[config.mk]
export PLATFORM = sky130hd
export DESIGN_NAME = inverse_sq_distance_score
export DESIGN_NICKNAME = d
export VERILOG_FILES = /design/src/rtl/isd_pkg.sv /design/src/rtl/inverse_sq_distance_score.sv
export SDC_FILE = /design/constraint.sdc
export NUM_CORES = 1
export LEC_CHECK = 0
export ABC_AREA = 1
export BUFFER_PORTS_ARGS = -buffer_cell sky130_fd_sc_hd__buf_2
export CORE_MARGIN = 2
export CORE_UTILIZATION = 59
export DETAILED_ROUTE_END_ITERATION = 16
export PLACE_DENSITY_LB_ADDON = 0.3
export RECOVER_POWER = 25
export SLEW_MARGIN = 20
export SYNTH_ARGS = -nofsm -noshare
export SYNTH_HDL_FRONTEND = slang
export SYNTH_SLANG_ARGS = --single-unit
[constraint.sdc]
create_clock -name i_clk -period 19.9 [get_ports i_clk]
set_input_delay 2.985 -clock i_clk [delete_from_list [all_inputs] [get_ports i_clk]]
set_output_delay 2.985 -clock i_clk [all_outputs]
set_load 0.05 [all_outputs]
[src/rtl/isd_pkg.sv]
package isd_pkg;

    // field widths
    localparam int unsigned ValueW   = 16;
    localparam int unsigned DiffW    = ValueW + 1;
    localparam int unsigned SqW      = 2 * ValueW;
    localparam int unsigned ScoreW   = 17;

    // running sum, Q.24, saturating at all ones
    localparam int unsigned SumW     = 48;
    // sum plus one in Q.24 needs one more bit
    localparam int unsigned DenW     = SumW + 1;
    // shared adder: shifted remainder plus a sign bit
    localparam int unsigned AddW     = DenW + 2;

    // 1.0 in Q.24
    localparam int unsigned OneFrac  = 24;
    // numerator is 2^40; quotient fits ScoreW bits, so the remainder
    // starts from 2^(40 - ScoreW) and only zero bits are shifted in
    localparam int unsigned NumerExp = 40;
    localparam int unsigned RemInit  = NumerExp - ScoreW;

    localparam int unsigned DivSteps = ScoreW;
    localparam int unsigned CntW     = $clog2(DivSteps);

endpackage

[src/rtl/inverse_sq_distance_score.sv]
// inverse squared distance score. each input item carries one pair of
// vector elements (query and key, signed Q3.12) and a last flag. the block
// adds the exact square of their difference to a saturating 48-bit Q.24
// running sum. on the item flagged last it delivers one output item,
// score = floor(2^40 / (2^24 + sum)), i.e. 1/(1 + squared distance) as
// unsigned Q1.16 with 65536 meaning 1.0, and then clears the sum. items
// without the flag give no output. one item is worked on at a time: an
// ordinary element goes through capture and subtract, square, and add
// into the sum; a last element then also forms the divisor and runs 17
// restoring-division steps, one quotient bit a cycle through the single
// shared 51-bit adder, and hands the score to the output register once
// any earlier score has gone. the output register frees the block from
// the consumer: the next item is taken while a score still waits, and only
// a second score stalls until the first has gone.
module inverse_sq_distance_score (
    input  logic                                 i_clk,
    input  logic                                 i_rst_n,
    input  logic                                 i_in_valid,
    output logic                                 o_in_ready,
    input  logic signed [isd_pkg::ValueW-1:0]    i_q_value,
    input  logic signed [isd_pkg::ValueW-1:0]    i_k_value,
    input  logic                                 i_last_element,
    output logic                                 o_out_valid,
    input  logic                                 i_out_ready,
    output logic        [isd_pkg::ScoreW-1:0]    o_score
);

    typedef enum logic [2:0] {
        S_IDLE,
        S_SQ,
        S_ACC,
        S_DEN,
        S_DIV,
        S_PUSH
    } t_state;

    localparam logic [isd_pkg::SumW-1:0] SumMax = '1;
    localparam logic [isd_pkg::CntW-1:0] LastStep = isd_pkg::CntW'(isd_pkg::DivSteps - 1);
    localparam logic [isd_pkg::ScoreW-1:0] ScoreOne =
        isd_pkg::ScoreW'(1) << (isd_pkg::ScoreW - 1);

    // control
    t_state r_state, n_state;
    logic   r_out_valid, n_out_valid;
    logic   r_last, n_last;

    // datapath
    logic signed [isd_pkg::DiffW-1:0]  r_diff, n_diff;
    logic        [isd_pkg::SqW-1:0]    r_sq, n_sq;
    logic        [isd_pkg::DenW-1:0]   r_acc, n_acc;   // sum, then divisor
    logic        [isd_pkg::DenW-1:0]   r_rem, n_rem;
    logic        [isd_pkg::ScoreW-1:0] r_quo, n_quo;
    logic        [isd_pkg::CntW-1:0]   r_cnt, n_cnt;
    logic        [isd_pkg::ScoreW-1:0] r_score, n_score;

    // shared adder
    logic [isd_pkg::AddW-1:0] add_a, add_b, add_sum;
    logic                     add_cin;
    logic [isd_pkg::ValueW-1:0] diff_mag;

    assign o_in_ready  = (r_state == S_IDLE);
    assign o_out_valid = r_out_valid;
    assign o_score     = r_score;

    // magnitude of a 17-bit difference always fits 16 bits
    assign diff_mag = r_diff[isd_pkg::DiffW-1]
                    ? isd_pkg::ValueW'(-r_diff) : isd_pkg::ValueW'(r_diff);

    // one adder: accumulate, bias by 1.0, or trial subtract
    always_comb begin
        add_a   = '0;
        add_b   = '0;
        add_cin = 1'b0;
        unique case (r_state)
            S_ACC: begin
                add_a = isd_pkg::AddW'(r_acc);
                add_b = isd_pkg::AddW'(r_sq);
            end
            S_DEN: begin
                add_a = isd_pkg::AddW'(r_acc);
                add_b = isd_pkg::AddW'(1) << isd_pkg::OneFrac;
            end
            S_DIV: begin
                add_a   = {1'b0, r_rem, 1'b0};
                add_b   = ~isd_pkg::AddW'(r_acc);
                add_cin = 1'b1;
            end
            default: begin
                add_a = '0;
            end
        endcase
        add_sum = add_a + add_b + isd_pkg::AddW'(add_cin);
    end

    always_comb begin
        n_state     = r_state;
        n_out_valid = r_out_valid;
        n_last      = r_last;
        n_diff      = r_diff;
        n_sq        = r_sq;
        n_acc       = r_acc;
        n_rem       = r_rem;
        n_quo       = r_quo;
        n_cnt       = r_cnt;
        n_score     = r_score;

        if (r_out_valid && i_out_ready) begin
            n_out_valid = 1'b0;
        end

        unique case (r_state)
            S_IDLE: begin
                if (i_in_valid) begin
                    n_diff  = isd_pkg::DiffW'(i_q_value) - isd_pkg::DiffW'(i_k_value);
                    n_last  = i_last_element;
                    n_state = S_SQ;
                end
            end
            S_SQ: begin
                n_sq    = isd_pkg::SqW'(diff_mag) * isd_pkg::SqW'(diff_mag);
                n_state = S_ACC;
            end
            S_ACC: begin
                // sum below 2^48 plus a square below 2^32: bit 48 flags overflow
                if (add_sum[isd_pkg::SumW]) begin
                    n_acc = isd_pkg::DenW'(SumMax);
                end else begin
                    n_acc = add_sum[isd_pkg::DenW-1:0];
                end
                n_state = r_last ? S_DEN : S_IDLE;
            end
            S_DEN: begin
                n_acc   = add_sum[isd_pkg::DenW-1:0];
                n_rem   = isd_pkg::DenW'(1) << isd_pkg::RemInit;
                n_quo   = '0;
                n_cnt   = '0;
                n_state = S_DIV;
            end
            S_DIV: begin
                // sign bit clear: shifted remainder not below divisor
                if (!add_sum[isd_pkg::AddW-1]) begin
                    n_rem = add_sum[isd_pkg::DenW-1:0];
                end else begin
                    n_rem = {r_rem[isd_pkg::DenW-2:0], 1'b0};
                end
                n_quo = {r_quo[isd_pkg::ScoreW-2:0], ~add_sum[isd_pkg::AddW-1]};
                n_cnt = r_cnt + isd_pkg::CntW'(1);
                if (r_cnt == LastStep) begin
                    n_acc   = '0;
                    n_state = S_PUSH;
                end
            end
            S_PUSH: begin
                if (!r_out_valid || i_out_ready) begin
                    n_score     = r_quo;
                    n_out_valid = 1'b1;
                    n_state     = S_IDLE;
                end
            end
            default: begin
                n_state = S_IDLE;
            end
        endcase
    end

    always_ff @(posedge i_clk) begin
        if (!i_rst_n) begin
            r_state     <= S_IDLE;
            r_out_valid <= 1'b0;
            r_last      <= 1'b0;
            r_acc       <= '0;
            r_cnt       <= '0;
        end else begin
            r_state     <= n_state;
            r_out_valid <= n_out_valid;
            r_last      <= n_last;
            r_acc       <= n_acc;
            r_cnt       <= n_cnt;
        end
        r_diff  <= n_diff;
        r_sq    <= n_sq;
        r_rem   <= n_rem;
        r_quo   <= n_quo;
        r_score <= n_score;
    end

    // score never above 1.0
    a_score_range: assert property (@(posedge i_clk) disable iff (!i_rst_n)
        r_out_valid |-> (r_score <= ScoreOne))
        else $error("score above one");

    // remainder stays below the divisor throughout division
    a_rem_bound: assert property (@(posedge i_clk) disable iff (!i_rst_n)
        (r_state == S_DIV) |-> (r_rem < r_acc))
        else $error("remainder not below divisor");

    // saturated sum never reaches bit 48 between items
    a_sum_sat: assert property (@(posedge i_clk) disable iff (!i_rst_n)
        (r_state == S_IDLE) |-> !r_acc[isd_pkg::SumW])
        else $error("running sum overflow");

    // division step count bounded
    a_cnt_bound: assert property (@(posedge i_clk) disable iff (!i_rst_n)
        (r_state == S_DIV) |-> (r_cnt <= LastStep))
        else $error("division step count out of range");

    // sum cleared once a score is formed
    a_sum_clear: assert property (@(posedge i_clk) disable iff (!i_rst_n)
        (r_state == S_PUSH) |-> (r_acc == '0))
        else $error("sum not cleared after last item");

endmodule

# Word level (Yosys, flattened, before mapping)
# Index checks and enable logic that the tools add are counted.
# word_totals
reg_bits	191
inputBits	37
out_inout_bits	19
wordCells	57
# op_classes
addsub	5
multipliers	1
eq_ne	9
n_mux	19
bitwise_logic	2
reduce_logical	11
# ops
op	count
51-bit case mux with 3 select lines	1
49-bit case mux with 3 select lines	1
50-bit case mux with 2 select lines	1
49-bit 2-to-1 mux	2
49-bit case mux with 2 select lines	1
51-bit by 1-bit adder with 51-bit output	1
51-bit adder	1
49-bit inverter with 51-bit output	1
48-bit 2-to-1 mux	1
17-bit case mux with 2 select lines	1
16-bit by 16-bit multiplier with 32-bit output	1
3-bit case mux with 6 select lines	1
16-bit by 16-bit subtractor with 17-bit output	1
16-bit 2-to-1 mux	1
16-bit negator	1
5-bit case mux with 2 select lines	1
3-bit 2-to-1 mux	3
3-bit by 2-bit equality test with 1-bit output, second input constant	2
3-bit equality test, second input constant	2
2-bit inequality test, second input constant	3
2-bit AND reduction	3
5-bit by 1-bit adder with 5-bit output, second input constant	1
5-bit equality test, second input constant	1
1-bit 2-to-1 mux	4
11 further kinds	11

# Logic depth before layout (Yosys ltp)
# Gate-level depths: netlist of the first run.
# depth
ltp_word	7
depth_mapped	34
mapped_depth_nobuf	33

# Least setup slack after synthesis of the first run
# Ideal clock, no wire load.
# synth_path
kind	flip-flop to flip-flop
startpoint	register r_diff[0] (netlist bit)
endpoint	register r_sq[26] (netlist bit), data pin
setup_time_ns	0.252
arrival_time_ns	6.524
t_required_ns	19.648
slack_ns	13.124
path_stages_with_launch	30
n_path_buf	2
period_less_slack_ns	6.776
path_cell_list	edfxtp_1 clkinv_1 clkbuf_1 ha_1 nand2_1 nor3_2 nand3_1 xor2_1 a21boi_4 inv_2 buf_2 nor2_1 fa_1 fa_1 fa_1 fa_1 fa_1 inv_1 fa_1 inv_1 ha_1 a21oi_1 inv_1 a31oi_1 o21bai_1 o21bai_1 nand2_1 nand2_1 nand2_1 nand2_1
# synth_via
elab_chain_len	3
# synth_rtl
item	line_no	text
from (decl)	inverse_sq_distance_score.sv:48	logic signed [isd_pkg::DiffW-1:0] r_diff, n_diff;
from (signal assigned)	inverse_sq_distance_score.sv:180	r_diff <= n_diff;
16-bit negator	inverse_sq_distance_score.sv:67	? isd_pkg::ValueW'(-r_diff) : isd_pkg::ValueW'(r_diff);
16-bit 2-to-1 mux *	inverse_sq_distance_score.sv:67	
16-bit by 16-bit multiplier with 32-bit output *	inverse_sq_distance_score.sv:120	n_sq = isd_pkg::SqW'(diff_mag) * isd_pkg::SqW'(diff_mag);
to (signal assigned)	inverse_sq_distance_score.sv:181	r_sq <= n_sq;
to (decl)	inverse_sq_distance_score.sv:49	logic [isd_pkg::SqW-1:0] r_sq, n_sq;
# Every way passes the cells marked *; elsewhere a longest branch is shown, timed or not.
# A chain may end at the register's enable or synchronous reset.

# Worst setup path in the final report of the first run
# layout_path
startpoint	register r_diff[0] (netlist bit)
endpoint	register r_sq[27] (netlist bit), data pin
# Same word-level chain as after synthesis.

==> results of run 1 <==
area by class of cell:
type | instances | area (um2) | area share
inverters | 682 | 2560 | 0.113
repair buffers | 68 | 362 | 0.0160
clock buffers | 18 | 429 | 0.0190
flip-flops and latches | 190 | 5110 | 0.226
clock inverters | 14 | 148 | 0.00652
multi-input cells | 2004 | 13400 | 0.594
well taps | 461 | 577 | 0.0255
cell families (layout without fill, tap and decap cells):
logic type,after synthesis,in the layout,share of synthesized area
and+or+nand+nor,1169,1169,0.224
AOI/OAI and AO/OA,441,441,0.123
DFF,190,190,0.238
xor gates and xnor gates,63,63,0.0257
adders and majority gates,331,331,0.251
buffers and inverters,758,782,0.138
flip-flops by register name (all words and copies together), names as in the netlist:
register and count:
r_acc 49, r_rem 49, r_sq 31, o_score 17, r_diff 17, r_quo 17, r_cnt 5, r_state 3
o_out_valid 1, r_last 1
per-layer routing:
metal	vias to the layer above	GRT usage	share of wire
li1	9172	-	-
met1	8883	0.356	0.38
met2	590	0.593	0.51
met3	170	0.0354	0.045
met4	0	0.195	0.063
met5	-	0	0
metrics by stage:
step / instance area, um2 / hold slack (ns) / instances / util
floorplan: 21500 / 0.400 / 2952 / -
global placement: 22100 / 0.414 / 3405 / 0.617
detailed placement: 22100 / 0.415 / 3405 / 0.617
CTS: 22600 / 0.432 / 3437 / 0.634
global route: 22600 / 0.441 / 3437 / 0.633
finish: 22600 / 0.429 / 3437 / 0.633
how the worst min path moves through the flow:
stage	from	end
final	r_quo[16]	o_score[16]
after global routing	r_quo[16]	o_score[16]
after CTS	r_quo[16]	o_score[16]
after detailed placement	r_quo[16]	o_score[16]
after global placement	r_quo[16]	o_score[16]
after floorplan	r_quo[16]	o_score[16]
cell usage in the layout, fill, tap and decap left out, drive strengths merged, types with 2 or more instances in the layout:
cell	count
o21ai	137
a31oi	5
inv	684
buf	65
xor2	49
a22o	31
nand2	728
dfxtp	59
a211oi	3
xnor2	14
nand3	115
fa	167
o211ai	2
nand4	18
a21boi	8
o221ai	2
edfxtp	131
ha	164
a21o	10
nor3	27
clkbuf	21
a21oi	229
nand3b	11
or2	9
o21bai	8
nor2	258
clkinv	10
==> flow_metrics.tcl, run 1 <==
set metrics [dict create \
    outcome "finished with violations" \
    failed_checks "capacitance limit, slew limit" \
    htreeDepth 4 \
    drt_iter0_markers 1384 \
    drive_above_1_share 0.0756 \
    slowest_delay_ns 0.55 \
    post-route-drc-count 0 \
    numCtsBuffers 17 \
    timing_max_transition_violations_final 162 \
    rsz0062_at_grt "false" \
    r2r-end "r_sq[27]" \
    whs_path_depth 0 \
    gr-usage-all-layers 0.322 \
    async_flop_share 0 \
    antenna_found_initial 0 \
    rr_startpoint "r_diff[0]" \
    tightest_slew_ns 3.93 \
    critical_path_class "reg -> reg" \
    setup_slack_ns 12.01 \
    avgSynthCellArea_um2 7.28 \
    overflow 0 \
    cts_buffer_depth 2 \
    drt_wl_total_um 59300 \
    critPathLaunch "r_diff[0]" \
    netlist.area_leader.share 0.183 \
    synthCells 2952 \
    synth_ff_type "edfxtp_1" \
    cts_setup_buffers 0 \
    die_area_um2 38000 \
    synth_edf_count 131 \
    grt_pass1_vias 18956 \
    clk_pin_slew_worst_paths_ns 0.07 \
    period_share 0.396 \
    synth_area_leaders "edfxtp_1 18%, fa_1 16%, nand2_1 12%" \
    cp_max_fo 20 \
    cts_tree "built" \
    critPathCaptureType "flip-flop" \
    seq_area_frac_synth 0.238 \
    io_pins 56 \
    worst_path_max_delay_cell "fa_1" \
    die_h_um 195 \
    cts.hold.buffers_added 0 \
    vias_per_cell 5.47 \
    syn_area_um2 21500 \
    coreArea_um2 35700 \
    crit_buf_inv 7 \
    final_nets 3331 \
    slew_headroom -1.62 \
    maxCapViolCount 3 \
    period_needed_ns 7.89 \
    critPathLaunchType "flip-flop" \
    cts_sinks 190 \
    synth_most_common_cell "nand2_1" \
    final_hold_viol_count 0 \
    setup_viol 0 \
    dp_slack_ns 12.08 \
    n_fill_cell 3240 \
    ys_types 53 \
    grt_max_degree 80 \
    cpLargestDelayFamily "adder cells" \
    rr_worst_depth 29 \
    num_vias 18815 \
    path_common_cell "inv_1" \
    synthTopCellsByCount "714 x nand2_1, 650 x inv_1, 238 x nor2_1, 177 x a21oi_1, 167 x fa_1" \
    setup_tns_ns 0 \
    rows 69 \
    io_buffers 55 \
    root_buffer "clkbuf_16" \
    die_w_um 195 \
    yosys_warnings 0 \
    crit_end "r_sq[27]" \
    hold_path_class "reg -> reg" \
    syn-num-nets 3320 \
    dp_hpwl_um 48000 \
    start_util 0.602 \
    firstDrtPassIters 6 \
    wl_per_cell_um 17.2 \
    area_delta_synth_final_pct 5.26 \
    routabilityCongestion 0.995 \
    reg2reg_slack_ns 12.01 \
    grt_pass1_wl_um 96300 \
    drtAntennaViolNets 0 \
    diodes 0 \
    worst-path-stages 29 \
    fmax_mhz 127 \
    yosys.area.top_type "edfxtp_1" \
    worstPathArrival_ns 8.11 \
    clk_latency_ns 0.47 \
    crit_required_ns 20.12 \
    synth-seq-cells 190 \
    ctsResizeCount 0 \
    fin_skew_ns 0.0234 \
]
Power of run 1 is left out: the tool's default activity adds up to more than one toggle a clock period on the data nets, which glitch-free logic cannot reach.
==> run 2: changes to the inputs <==
==> constraint.sdc (replaced) <==
create_clock -name i_clk -period 7.4 [get_ports i_clk]
set_input_delay 1.11 -clock i_clk [delete_from_list [all_inputs] [get_ports i_clk]]
set_output_delay 1.11 -clock i_clk [all_outputs]
set_load 0.05 [all_outputs]
==> run 2 against run 1 <==
The flow still finishes with violations (capacitance limit, slew limit). Final area grew 0.84%. Via count shrank 1.0%. Flip-flop and latch count did not move. Clock skew shrank 0.0011 ns. Sequential share of layout area down 0.19 points. Global-route usage decreased by 0.88 points. First-iteration DRC count fell by 18%. Non-clock buffer count is 20 higher. Routed wire length fell by 2.8%. Critical path depth fell by 5. Highest routed layer unchanged.
==> flow_metrics.tcl, run 2 (same netlist as run 1, synthesis figures left out) <==
set metrics [dict create \
    drt_iter0_markers 1133 \
    htreeDepth 4 \
    layout_commonest_cell "nand2_1" \
    clk_latency_ns 0.47 \
    critPathLaunchType "flip-flop" \
    path_common_cell "fa_1" \
    die_area_um2 38000 \
    final_nets 3351 \
    io_pins 56 \
    reg_top3 "r_acc x49, r_rem x49, r_sq x31" \
    drtAntennaViolNets 0 \
    antenna_found_initial 0 \
    dp_hpwl_um 46700 \
    post-route-drc-count 0 \
    timing.hold.ws_ns 0.440 \
    io_buffers 55 \
    drive_above_1_share 0.0831 \
    fmax_mhz 143 \
    area_delta_synth_final_pct 6.15 \
    grt_pass1_wl_um 94500 \
    grt_pass1_vias 19184 \
    diodes 0 \
    hold_path_class "reg -> reg" \
    fin_skew_ns 0.0223 \
    cp_max_fo 8 \
    worstPathArrival_ns 7.20 \
    n_fill_cell 3252 \
    clk_pin_slew_worst_paths_ns 0.08 \
    start_util 0.602 \
    rows 69 \
    crit_chain "clkinv_1, ha_1, nand2_1, nor3_2, nand3_1, xor2_1, a21boi_4, buf_4, nand2_1, fa_1, inv_1, fa_1, fa_1, fa_1, fa_1, inv_1, fa_1, inv_1, ha_1, a21oi_1, a21boi_0, o21ai_0, a21oi_1, xnor2_1" \
    period_needed_ns 6.99 \
    critical_path_class "reg -> reg" \
    grt_max_degree 80 \
    worst_path_max_delay_cell "fa_1" \
    cts.hold.buffers_added 0 \
    critPathCaptureType "flip-flop" \
    wl_per_cell_um 16.7 \
    numCtsBuffers 17 \
    tightest_slew_ns 2.00 \
    firstDrtPassIters 6 \
    root_buffer "clkbuf_16" \
    period_share 0.945 \
    drt_wl_total_um 57600 \
    num_vias 18623 \
    failed_checks "capacitance limit, slew limit" \
    die_h_um 195 \
    cts_tree "built" \
    final_core_util 0.638 \
    setup_tns_ns 0 \
    instances_no_fill 3457 \
    overflow 0 \
    slowest_delay_ns 0.55 \
    final_hold_viol_count 0 \
    gr-usage-all-layers 0.313 \
    layout_common_cells "714 x nand2_1, 650 x inv_1, 236 x nor2_1" \
    coreArea_um2 35700 \
    routabilityCongestion 0.998 \
    vias_per_cell 5.39 \
    rsz0062_at_grt "false" \
    outcome "finished with violations" \
    slew_headroom -0.331 \
    cts_buffer_depth 2 \
    cts_sinks 190 \
    maxCapViolCount 3 \
    setup_viol 0 \
    die_w_um 195 \
    dpl.cell_count 3422 \
    crit_required_ns 7.61 \
    timing_max_transition_violations_final 80 \
]
[run 2: cell types whose count changed in the layout (fill, tap and decap cells not counted), moves of 2 or more]
cell	change
inv_6	-2
nor2_1	-2
clkinv_1	-2
buf_4	+19
nor2_2	+2
clkinv_8	+5
[run 2: stage by stage]
step           area, um2  setup WS (ns)
2_1_floorplan      21500          0.624
3_3_place_gp       22200          0.276
3_5_place_dp       22200          0.195
4_1_cts            22800          0.187
5_1_grt            22800         0.0260
6_report           22800          0.407
[run 2: final timing paths]
kind             start          end  slack [ns]  cells past startpoint
min          r_quo[16]  o_score[16]        0.44                      0
max reg2reg  r_diff[0]     r_sq[21]        0.41                     24
max          r_diff[0]     r_sq[21]        0.41                     24
min reg2reg  r_quo[16]  o_score[16]        0.44                      0
[run 2: layer usage]
layer / track usage / wire [um] / vias up
met5: 0 / 0 / -
met4: 0.156 / 2930 / 0
met3: 0.0401 / 2470 / 141
met2: 0.593 / 29900 / 509
met1: 0.341 / 22300 / 8755
li1: - / - / 9218
[run 2: worst max-delay path, delay by kind of cell (launching register included)]
kind,cells,cell delay [ns]
flip-flops,1,0.44
AND/OR/NAND/NOR,4,0.50
buffers and inverters,5,0.46
AO/OA/AOI/OAI,5,1.35
XOR/XNOR,2,0.30
adder cells (fa/ha/maj),8,3.70
[run 2: area by class of cell]
type                       instances  area, um2  area share
multi-input combinational       2004      13400       0.589
sequential                       190       5110       0.224
inverter                         682       2560       0.112
tap                              461        577      0.0253
timing repair buffer              88        507      0.0222
clock buffer                      17        425      0.0186
clock inverter                    15        188     0.00822
[run 2: what timing repair did]
| item | in CTS | in global routing |
|---|---|---|
| buffers inserted | 0 | 3 |
| endpoints found under the setup margin | 0 | 10 |
| gates resized for setup | 0 | 4 |
Power of run 2 is left out for the same reason.
